## src/rtl/softmax_backward_fixed_core_macros.svh

```systemverilog
// Assertion macros shared by the softmax backward core modules.
`ifndef SOFTMAX_BACKWARD_FIXED_CORE_MACROS_SVH
`define SOFTMAX_BACKWARD_FIXED_CORE_MACROS_SVH

// Same-cycle implication, sampled on clk, off while rst is high.
`define SMBF_CHECK(label, ante, cons, msg) \
  label: assert property (@(posedge clk) disable iff (rst) (ante) |-> (cons)) \
    else $error(msg);

// Next-cycle implication, sampled on clk, off while rst is high.
`define SMBF_CHECK_NEXT(label, ante, cons, msg) \
  label: assert property (@(posedge clk) disable iff (rst) (ante) |=> (cons)) \
    else $error(msg);

`endif

```

## src/rtl/smbf_pkg.sv

```systemverilog
// Shared codes, types and the float to Q16.16 conversion for the softmax backward core.
package smbf_pkg;

  // action codes
  localparam logic ACT_ACCUM = 1'b0;
  localparam logic ACT_EMIT  = 1'b1;

  // Q16.16 product on its way to the float converter
  typedef struct packed {
    logic [31:0] prod;
    logic        last;
  } smbf_prod_t;

  // IEEE single to Q16.16: truncate toward zero, saturate, NaN gives zero
  function automatic logic [31:0] to_q16(input logic [31:0] w);
    logic        neg;
    logic [7:0]  e;
    logic [23:0] m;
    logic [7:0]  lsw;
    logic [7:0]  rsw;
    logic [3:0]  ls;
    logic [4:0]  rs;
    logic [32:0] mag;
    logic [31:0] res;
    neg = w[31];
    e   = w[30:23];
    m   = {1'b1, w[22:0]};
    lsw = e - 8'd134;
    rsw = 8'd134 - e;
    ls  = lsw[3:0];
    rs  = rsw[4:0];
    // magnitude times 2^16; infinity lands in the saturating arm
    if (e >= 8'd143) begin
      mag = 33'h1_0000_0000;
    end else if (e >= 8'd134) begin
      mag = {9'd0, m} << ls;
    end else if (e >= 8'd111) begin
      mag = {9'd0, m >> rs};
    end else begin
      mag = 33'd0;
    end
    if (e == 8'hFF && w[22:0] != 23'd0) begin
      res = 32'd0;
    end else if (neg) begin
      res = (mag > 33'h0_8000_0000) ? 32'h8000_0000 : (32'd0 - mag[31:0]);
    end else begin
      res = (mag > 33'h0_7FFF_FFFF) ? 32'h7FFF_FFFF : mag[31:0];
    end
    return res;
  endfunction

endpackage

```

## src/rtl/smbf_dot_path.sv

```systemverilog
// Input conversion, operand select, Q16.16 multiply and dot product accumulator.
`include "softmax_backward_fixed_core_macros.svh"

module smbf_dot_path
  import smbf_pkg::*;
(
  input  logic        clk,
  input  logic        rst,
  input  logic        in_valid,
  output logic        in_ready,
  input  logic        action,
  input  logic [31:0] y_bits,
  input  logic [31:0] grad_bits,
  input  logic        first_of_vector,
  input  logic        last_of_vector,
  output logic        out_valid,
  input  logic        out_ready,
  output smbf_prod_t  out_item
);

  // stage 1: converted operands
  logic        v1;
  logic        act1;
  logic        first1;
  logic        last1;
  logic [31:0] yq1;
  logic [31:0] gq1;
  // stage 2: multiplier operands
  logic        v2;
  logic        act2;
  logic        first2;
  logic        last2;
  logic [31:0] y2;
  logic [31:0] b2;
  // stage 3: truncated product
  logic        v3;
  logic        act3;
  logic        first3;
  logic        last3;
  logic [31:0] prod3;
  // running dot product
  logic [31:0] dot_sum;

  logic               acc2;
  logic               acc3;
  logic               rdy1;
  logic               rdy2;
  logic               rdy3;
  logic               hold1;
  logic               mv12;
  logic               mv23;
  logic [31:0]        b2_next;
  logic signed [63:0] full_prod;

  // flow control; an emit waits until every earlier accumulate is in dot_sum
  assign acc2  = v2 && (act2 == ACT_ACCUM);
  assign acc3  = v3 && (act3 == ACT_ACCUM);
  assign rdy3  = !v3 || (act3 == ACT_ACCUM) || out_ready;
  assign rdy2  = !v2 || rdy3;
  assign hold1 = v1 && (act1 == ACT_EMIT) && (acc2 || acc3);
  assign mv12  = v1 && rdy2 && !hold1;
  assign rdy1  = !v1 || mv12;
  assign mv23  = v2 && rdy3;

  assign in_ready = rdy1;

  // emit multiplies y by g minus the finished dot product
  assign b2_next   = (act1 == ACT_EMIT) ? (gq1 - dot_sum) : gq1;
  assign full_prod = $signed(y2) * $signed(b2);

  // valid bits and accumulator
  always_ff @(posedge clk) begin
    if (rst) begin
      v1      <= 1'b0;
      v2      <= 1'b0;
      v3      <= 1'b0;
      dot_sum <= 32'd0;
    end else begin
      if (rdy1) v1 <= in_valid;
      if (rdy2) v2 <= mv12;
      if (rdy3) v3 <= mv23;
      if (acc3) dot_sum <= (first3 ? 32'd0 : dot_sum) + prod3;
    end
  end

  // payload registers
  always_ff @(posedge clk) begin
    if (in_valid && rdy1) begin
      act1   <= action;
      first1 <= first_of_vector;
      last1  <= last_of_vector;
      yq1    <= to_q16(y_bits);
      gq1    <= to_q16(grad_bits);
    end
    if (mv12) begin
      act2   <= act1;
      first2 <= first1;
      last2  <= last1;
      y2     <= yq1;
      b2     <= b2_next;
    end
    if (mv23) begin
      act3   <= act2;
      first3 <= first2;
      last3  <= last2;
      prod3  <= full_prod[47:16];
    end
  end

  assign out_valid     = v3 && (act3 == ACT_EMIT);
  assign out_item.prod = prod3;
  assign out_item.last = last3;

  `SMBF_CHECK(a_no_acc_behind_emit, v2 && (act2 == ACT_EMIT), !acc3, "emit passed an accumulate")
  `SMBF_CHECK_NEXT(a_dot_only_on_acc, !acc3, $stable(dot_sum), "dot_sum moved without accumulate")
  `SMBF_CHECK(a_hold_blocks_move, hold1, !mv12, "emit left stage 1 during the interlock")

endmodule

```

## src/rtl/smbf_to_float.sv

```systemverilog
// Q16.16 to IEEE single conversion with round to nearest even and the output register.
`include "softmax_backward_fixed_core_macros.svh"

module smbf_to_float
  import smbf_pkg::*;
(
  input  logic        clk,
  input  logic        rst,
  input  logic        in_valid,
  output logic        in_ready,
  input  smbf_prod_t  in_item,
  output logic        out_valid,
  input  logic        out_stall,
  output logic [31:0] grad_in_bits,
  output logic        last_out
);

  // stage 4: sign, magnitude, leading one position
  logic        v4;
  logic        sign4;
  logic [31:0] mag4;
  logic [4:0]  pos4;
  logic        zero4;
  logic        last4;
  // stage 5: result register
  logic        v5;
  logic [31:0] bits5;
  logic        last5;

  logic        rdy4;
  logic        rdy5;
  logic        sign_c;
  logic [31:0] mag_c;
  logic [4:0]  pos_c;
  logic [4:0]  shamt;
  logic [31:0] norm;
  logic [23:0] q;
  logic        round_up;
  logic [24:0] qr;
  logic [7:0]  expo;
  logic [22:0] mant;
  logic [31:0] bits_next;

  assign rdy5     = !v5 || !out_stall;
  assign rdy4     = !v4 || rdy5;
  assign in_ready = rdy4;

  // magnitude and leading one search
  assign sign_c = in_item.prod[31];
  assign mag_c  = sign_c ? (32'd0 - in_item.prod) : in_item.prod;

  always_comb begin
    pos_c = 5'd0;
    for (int i = 0; i < 32; i++) begin
      if (mag_c[i]) pos_c = 5'(i);
    end
  end

  // left-align, then round the 24-bit significand to nearest even
  assign shamt    = 5'd31 - pos4;
  assign norm     = mag4 << shamt;
  assign q        = norm[31:8];
  assign round_up = norm[7] && ((|norm[6:0]) || q[0]);
  assign qr       = {1'b0, q} + {24'd0, round_up};
  assign expo     = {3'd0, pos4} + 8'd111 + {7'd0, qr[24]};
  assign mant     = qr[24] ? 23'd0 : qr[22:0];
  assign bits_next = zero4 ? 32'd0 : {sign4, expo, mant};

  always_ff @(posedge clk) begin
    if (rst) begin
      v4 <= 1'b0;
      v5 <= 1'b0;
    end else begin
      if (rdy4) v4 <= in_valid;
      if (rdy5) v5 <= v4;
    end
  end

  always_ff @(posedge clk) begin
    if (in_valid && rdy4) begin
      sign4 <= sign_c;
      mag4  <= mag_c;
      pos4  <= pos_c;
      zero4 <= (mag_c == 32'd0);
      last4 <= in_item.last;
    end
    if (v4 && rdy5) begin
      bits5 <= bits_next;
      last5 <= last4;
    end
  end

  assign out_valid    = v5;
  assign grad_in_bits = bits5;
  assign last_out     = last5;

  `SMBF_CHECK(a_lead_one, v4 && !zero4, mag4[pos4], "leading one position is wrong")
  `SMBF_CHECK(a_no_neg_zero, v5 && (bits5[30:0] == 31'd0), !bits5[31], "negative zero result")
  `SMBF_CHECK_NEXT(a_out_hold, v5 && out_stall, v5 && $stable(bits5), "stalled result moved")

endmodule

```

## src/rtl/softmax_backward_fixed_core.sv

```systemverilog
// Top level of the two-pass Q16.16 softmax gradient core.
//
//  channel | handshake            | payload
//  --------+----------------------+---------------------------------------------------
//  in      | in_valid / in_stall  | action, y_bits, grad_bits, first_of_vector,
//          |                      | last_of_vector
//  out     | out_valid / out_stall| grad_in_bits, last_out
//
// One item per cycle enters while in_stall is low; an emit result leaves registered.
// The first emit after accumulates waits in stage 1 until the last product is in
// the dot accumulator (multiply stage feeding the accumulator add).
// Accumulate items give no result; they retire from the multiply stage.
// rst clears every stage valid and the dot product.
// out_stall backs up through the stages; in_stall rises only when stage 1 cannot move.
module softmax_backward_fixed_core
  import smbf_pkg::*;
(
  input  logic        clk,
  input  logic        rst,
  input  logic        in_valid,
  output logic        in_stall,
  input  logic        action,
  input  logic [31:0] y_bits,
  input  logic [31:0] grad_bits,
  input  logic        first_of_vector,
  input  logic        last_of_vector,
  output logic        out_valid,
  input  logic        out_stall,
  output logic [31:0] grad_in_bits,
  output logic        last_out
);

  logic       in_ready;
  logic       prod_valid;
  logic       prod_ready;
  smbf_prod_t prod_item;

  assign in_stall = !in_ready;

  // conversion, multiply and accumulate
  smbf_dot_path u_dot_path (
    .clk             (clk),
    .rst             (rst),
    .in_valid        (in_valid),
    .in_ready        (in_ready),
    .action          (action),
    .y_bits          (y_bits),
    .grad_bits       (grad_bits),
    .first_of_vector (first_of_vector),
    .last_of_vector  (last_of_vector),
    .out_valid       (prod_valid),
    .out_ready       (prod_ready),
    .out_item        (prod_item)
  );

  // fixed to float and output register
  smbf_to_float u_to_float (
    .clk          (clk),
    .rst          (rst),
    .in_valid     (prod_valid),
    .in_ready     (prod_ready),
    .in_item      (prod_item),
    .out_valid    (out_valid),
    .out_stall    (out_stall),
    .grad_in_bits (grad_in_bits),
    .last_out     (last_out)
  );

endmodule

```

## config.mk

```make
export PLATFORM = sky130hd
export DESIGN_NAME = softmax_backward_fixed_core
export DESIGN_NICKNAME = d
export VERILOG_FILES = /design/src/rtl/smbf_pkg.sv /design/src/rtl/smbf_dot_path.sv /design/src/rtl/smbf_to_float.sv /design/src/rtl/softmax_backward_fixed_core.sv
export VERILOG_INCLUDE_DIRS = /design/src /design/src/rtl
export SDC_FILE = /design/constraint.sdc
export NUM_CORES = 2
export LEC_CHECK = 0
export BUFFER_PORTS_ARGS = -buffer_cell sky130_fd_sc_hd__buf_4
export CAP_MARGIN = 20
export CORE_MARGIN = 2
export CORE_UTILIZATION = 65
export CTS_BUF_LIST = sky130_fd_sc_hd__clkbuf_4 sky130_fd_sc_hd__clkbuf_8
export DETAILED_ROUTE_END_ITERATION = 6
export PLACE_DENSITY = 0.88
export SLEW_MARGIN = 40
export SYNTH_ARGS = -nofsm -noshare
export SYNTH_HDL_FRONTEND = slang
export SYNTH_SLANG_ARGS = --single-unit
export TNS_END_PERCENT = 1
```

## constraint.sdc

```tcl
create_clock -name clk -period 10.7 [get_ports clk]
set_input_delay 1.07 -clock clk [delete_from_list [all_inputs] [get_ports clk]]
set_output_delay 1.07 -clock clk [all_outputs]
set_load 0.05 [all_outputs]
```

# --- After elaboration in Yosys (flattened, before gate mapping) ---
# Index checks and enable logic that the tools add are counted.
op_classes:
  muxes: 47
  add_sub_neg: 13
  multipliers: 1
  shifts: 5
  magnitude_cmp: 10
  bitwise_logic: 2
  n_eq_ne: 2
  div: 0
  n_reduce_logical: 39
ops:
  columns: ["cell", "n"]
  rows:
  - ["$mux 32", 9]
  - ["$mux 33", 6]
  - ["$sub 1x32->32 const A", 3]
  - ["$gt 33x31->1 const B", 2]
  - ["$gt 33x32->1 const B", 2]
  - ["$shl 24x4->33", 2]
  - ["$mux 4", 16]
  - ["$mul 32x32->48", 1]
  - ["$mux 24", 2]
  - ["$shr 24x5->24", 2]
  - ["$reduce_bool 23->1", 2]
  - ["$add 32x32->32", 1]
  - ["$ge 8x8->1 const B", 4]
  - ["$logic_not 32->1", 1]
  - ["$shl 32x5->32", 1]
  - ["$sub 32x32->32", 1]
  - ["$add 24x1->25", 1]
  - ["$mux 3", 8]
  - ["$eq 8x8->1 const B", 2]
  - ["$ge 8x7->1 const B", 2]
  - ["$reduce_or 16->1", 1]
  - ["$logic_and 1x1->1", 14]
  - ["$sub 3x5->5 const A", 2]
  - ["$add 5x7->8 const B", 1]
  - ["other kinds (12)", 33]
word_totals:
  mem_bits_rw: 0
  latch_bits: 0
  mem_bits_ro: 0
  output_inout_bits: 35
  inputBits: 71
  memories: 0
  ff_bits: 279

# --- Longest topological paths before layout ---
depth:
  ltp_word: 32
  ltp_mapped: 31

# --- Modules after synthesis ---
# Synthesis repeated with hierarchy kept, for this count alone.
hier_totals:
  cells_unflattened: 5662
  hier_area_um2: 53159.7
modules_own_cells:
  columns: ["mod", "cells_per_inst", "n_inst", "seq_area_each_um2", "area_each_um2"]
  rows:
  - ["smbf_dot_path", 5059, 1, 5775.5, 47076.4]
  - ["smbf_to_float", 602, 1, 2232.1, 6079.6]
  - ["softmax_backward_fixed_core", 1, 1, 0.0, 3.8]

# --- Worst setup path after synthesis ---
# OpenSTA, ideal clock, no wires.
synth_timing:
  kind: "input -> register"
  start: "input out_stall"
  end: "register u_dot_path.act1, enable pin"
  path_stages: 5
  setup_time_ps: 497
  arrival_ps: 9187
  slack_ps: 1016
  path_cell_list: "nand3_1 o22ai_1 a21oi_1 nor2b_1 nor2b_1"
synth_between:
  elab_chain_cells: 9
synth_lines:
  columns: ["item", "line_no", "rtl"]
  rows:
  - ["start: declaration", "softmax_backward_fixed_core.sv:28", "input logic out_stall,"]
  - ["$logic_not 1->1", "smbf_to_float.sv:44", "assign rdy5 = !v5 || !out_stall;"]
  - ["$logic_or 1x1->1", "smbf_to_float.sv:44", null]
  - ["$logic_or 1x1->1", "smbf_to_float.sv:45", "assign rdy4 = !v4 || rdy5;"]
  - ["$logic_or 1x1->1", "smbf_dot_path.sv:58", "assign rdy3 = !v3 || (act3 == ACT_ACCUM) || out_ready;"]
  - ["$logic_or 1x1->1", "smbf_dot_path.sv:59", "assign rdy2 = !v2 || rdy3;"]
  - ["$logic_and 1x1->1 (2 in a row)", "smbf_dot_path.sv:61", "assign mv12 = v1 && rdy2 && !hold1;"]
  - ["via u_dot_path.mv12", "smbf_dot_path.sv:50", "logic mv12;"]
  - ["$logic_or 1x1->1", "smbf_dot_path.sv:62", "assign rdy1 = !v1 || mv12;"]
  - ["$logic_and 1x1->1", "smbf_dot_path.sv:88", "if (in_valid && rdy1) begin"]
  - ["end signal: assignment", "smbf_dot_path.sv:89", "act1 <= action;"]
  - ["end: declaration", "smbf_dot_path.sv:23", "logic act1;"]
# The timed path passes the listed nets, and every way through them passes these cells.
# A chain may end at the register's enable or synchronous reset.

# --- Final worst setup path ---
layout_timing:
  start: "register u_dot_path.y2[8]"
  end: "register u_dot_path.prod3[31] (data pin)"
layout_between:
  elab_chain_cells: 1
layout_lines:
  columns: ["item", "line_no", "rtl"]
  rows:
  - ["start: declaration", "smbf_dot_path.sv:33", "logic [31:0] y2;"]
  - ["start signal: assignment", "smbf_dot_path.sv:99", "y2 <= yq1;"]
  - ["$mul 32x32->48", "smbf_dot_path.sv:69", "assign full_prod = $signed(y2) * $signed(b2);"]
  - ["via u_dot_path.full_prod[47]", "smbf_dot_path.sv:53", "logic signed [63:0] full_prod;"]
  - ["end signal: assignment", "smbf_dot_path.sv:106", "prod3 <= full_prod[47:16];"]
  - ["end: declaration", "smbf_dot_path.sv:40", "logic [31:0] prod3;"]
# The timed path passes the listed nets, and every way through them passes these cells.

==> impl_metrics.toml <==
[synthesis]
synth_top_area_frac = 0.323
synth_edf_count = 242
synth_area_mm2 = 0.0521
synth.distinct_cells = 96
synth-adder-area-share = 0.382
synth_compound_area_frac = 0.0842
synth-xor-area-share = 0.0331
ys_warn_count = 0
yosys.area.top_type = "fa_1"
syn-mean-instance-area_um2 = 9.39
ys.flop_type = "edfxtp_1"
synth_top_family_by_area = "adder cells"
synthTopCellsByCount = "inv_1 (887), fa_1 (840), nand2_1 (747)"
synthTopCellsByArea = "fa_1 (32%), edfxtp_1 (14%), inv_1 (6.4%), ha_1 (5.9%), mux4_2 (5.5%)"
synthArstFlopShare = 0
ys_ff_latch = 279
yosysSeqAreaShare = 0.154
synth-simple-area-share = 0.173
yosysMostFrequentCell = "inv_1"
synth_fp_nets = 6701
synthesis.instances = 5544
yosys-mux-area-fraction = 0.0849

[clocking]
post_cts_buffers = 0
postCtsHoldBufs = 0
root_buffer = "clkbuf_8"
insertion_delay_ps = 720
cts_tree = "built"
clk_pin_slew_worst_paths_ps = 110
cts_resized = 0
htree_levels = 2
cts_sinks = 279
clockBufferDepth = 3
cts_buffers = 46

[die]
fp.dieW_um = 287
num_rows = 103
coreArea_mm2 = 0.0791
die_area_mm2 = 0.0824
die_h_um = 287
start_util = 0.658
ioPinCount = 106

[critical_path]
reg2reg_depth = 26
rrSetupSlack_ps = 2130
startpoint_type = "flip-flop"
timing.rr.end = "u_dot_path.prod3[31]"
critPathMaxStageDelay_ps = 910
worstReg2RegStart = "u_dot_path.y2[8]"
worstPathRequired_ps = 11120
critPathTopFamily = "adder cells"
worst-setup-path-type = "reg2reg"
worstPathArrival_ps = 8990
crit_slowest_cell = "edfxtp_1"
end_kind = "flip-flop"
critPathBufInv = 6
crit_fanout = 18
path_common_cell = "fa_1"

[placement]
port_buffers = 105
dp_hpwl_mm = 113
place_congestion = 0.977

[drt]
drt-total-wl_mm = 144
vias = 41500
drtIter0Drc = 3963
drc_errors = 0
ant_nets = 0
wire_per_inst_um = 21.8
firstDrtPassIters = 7
vias_per_cell = 6.31

[sta]
period_minus_slack_ps = 8570
relSlewSlack = 0.442
rsz0062_at_grt = "false"
fin_skew_ps = 67.6
setup_viol = 0
fin_crit_sh = 0.801
tns_ps = 0
drv_slew = 0
worst_pin_slew_ps = 837
max_freq_mhz = 117
finalHoldViolCount = 0

[job]
maxCapViolations = 0

[cells_and_area]
syn_to_final_growth_pct = 5.73
nFillCells = 5633
nets = 6646
drive_above_1_share = 0.0970

[worst_hold_path]
hp-start = "u_dot_path.yq1[12]"
min_to = "u_dot_path.y2[12]"
min_path_cells = 0
min-delay-path-class = "reg2reg"

[grt]
grt_max_degree = 68
grt_pass1_wl_mm = 230
grt_pass1_vias = 43800
grt-ovfl-total = 0
antenna_found_initial = 1
grt_usage = 0.358

[outcome]
outcome = "completed"
-- flip-flops by register name, indices dropped and copies added (netlist names), 5 cells and up --
| name | count |
|---|---|
| u_dot_path.b2 | 32 |
| u_dot_path.dot_sum | 32 |
| u_dot_path.gq1 | 32 |
| u_dot_path.prod3 | 32 |
| u_dot_path.y2 | 32 |
| u_dot_path.yq1 | 32 |
| u_to_float.grad_in_bits | 32 |
| u_to_float.mag4 | 32 |
| u_to_float.pos4 | 5 |
-- cell families (layout without fill, tap and decap cells) --
logic type | Yosys count | count (layout)
and+or+nand+nor | 1853 | 1853
buffers and inverters | 1201 | 1184
adders and majority gates | 1086 | 1086
AOI/OAI and AO/OA | 655 | 655
DFF | 279 | 279
muxes | 274 | 274
xor gates and xnor gates | 196 | 196
other | 0 | 1
-- worst max-delay path by stage --
stage / from / slack (ps) / cells past startpoint / endpoint
2_1_floorplan: out_stall / 1020 / 5 / u_dot_path.act1
3_3_place_gp: u_dot_path.b2[10] / 1860 / 25 / u_dot_path.prod3[31]
3_5_place_dp: u_dot_path.y2[13] / 2270 / 24 / u_dot_path.prod3[31]
4_1_cts: u_dot_path.y2[8] / 2200 / 26 / u_dot_path.prod3[31]
5_1_grt: u_dot_path.y2[8] / 1930 / 24 / u_dot_path.prod3[31]
6_report: u_dot_path.y2[8] / 2130 / 26 / u_dot_path.prod3[31]
-- final cells by class --
cell class | count | area (µm²) | area share
antenna | 1 | 2.50 | 0.0000455
clock buffer | 58 | 754 | 0.0137
clock inverter | 28 | 342 | 0.00621
inverter | 891 | 3340 | 0.0608
multi-input combinational | 4064 | 39600 | 0.719
sequential | 279 | 8010 | 0.146
tap | 1050 | 1310 | 0.0239
timing repair buffer | 207 | 1680 | 0.0305
-- stage by stage --
step                      instances  hold slack [ps]  utilization  worst slack, ps  instance area (µm²)
after global placement         6468              402        0.677             1860                53600
final                          6578              420        0.696             2130                55000
after floorplan                5544              400            -             1020                52100
after CTS                      6572              418        0.694             2200                54900
after global routing           6578              423        0.696             1930                55000
after detailed placement       6486              405        0.680             2270                53800
-- routing by layer --
| layer | up-vias | share of wire | track usage |
|---|---|---|---|
| li1 | 17800 | - | - |
| met1 | 20400 | 0.33 | 0.406 |
| met2 | 2411 | 0.49 | 0.602 |
| met3 | 840 | 0.083 | 0.0606 |
| met4 | 0 | 0.093 | 0.284 |
| met5 | - | 0 | 0 |
-- cell usage in the layout, fill, tap and decap left out, types with 12 or more instances in the layout --
cell type / n
mux2i_1: 87
nand3_1: 73
nand2_1: 746
o21bai_1: 12
o31ai_1: 17
o21ai_0: 119
nand3b_1: 13
dfxtp_1: 37
a22oi_1: 13
inv_1: 887
or3_1: 21
buf_4: 180
a31oi_1: 25
a21o_1: 33
xnor2_1: 126
o211ai_1: 13
nand4_1: 26
or2_2: 12
clkinv_2: 12
nor2b_1: 41
o21a_1: 34
buf_6: 24
xor2_1: 64
and3_1: 26
nor2_1: 272
clkbuf_8: 51
nor3_1: 46
nand2b_1: 39
a211oi_1: 42
fa_1: 840
a21oi_1: 172
and2_1: 457
nor4_1: 28
edfxtp_1: 242
mux4_2: 127
mux2_2: 59
ha_1: 244
Power is left out: the tool's default activity adds up to more than one toggle a clock period on the data nets, which glitch-free logic cannot reach.
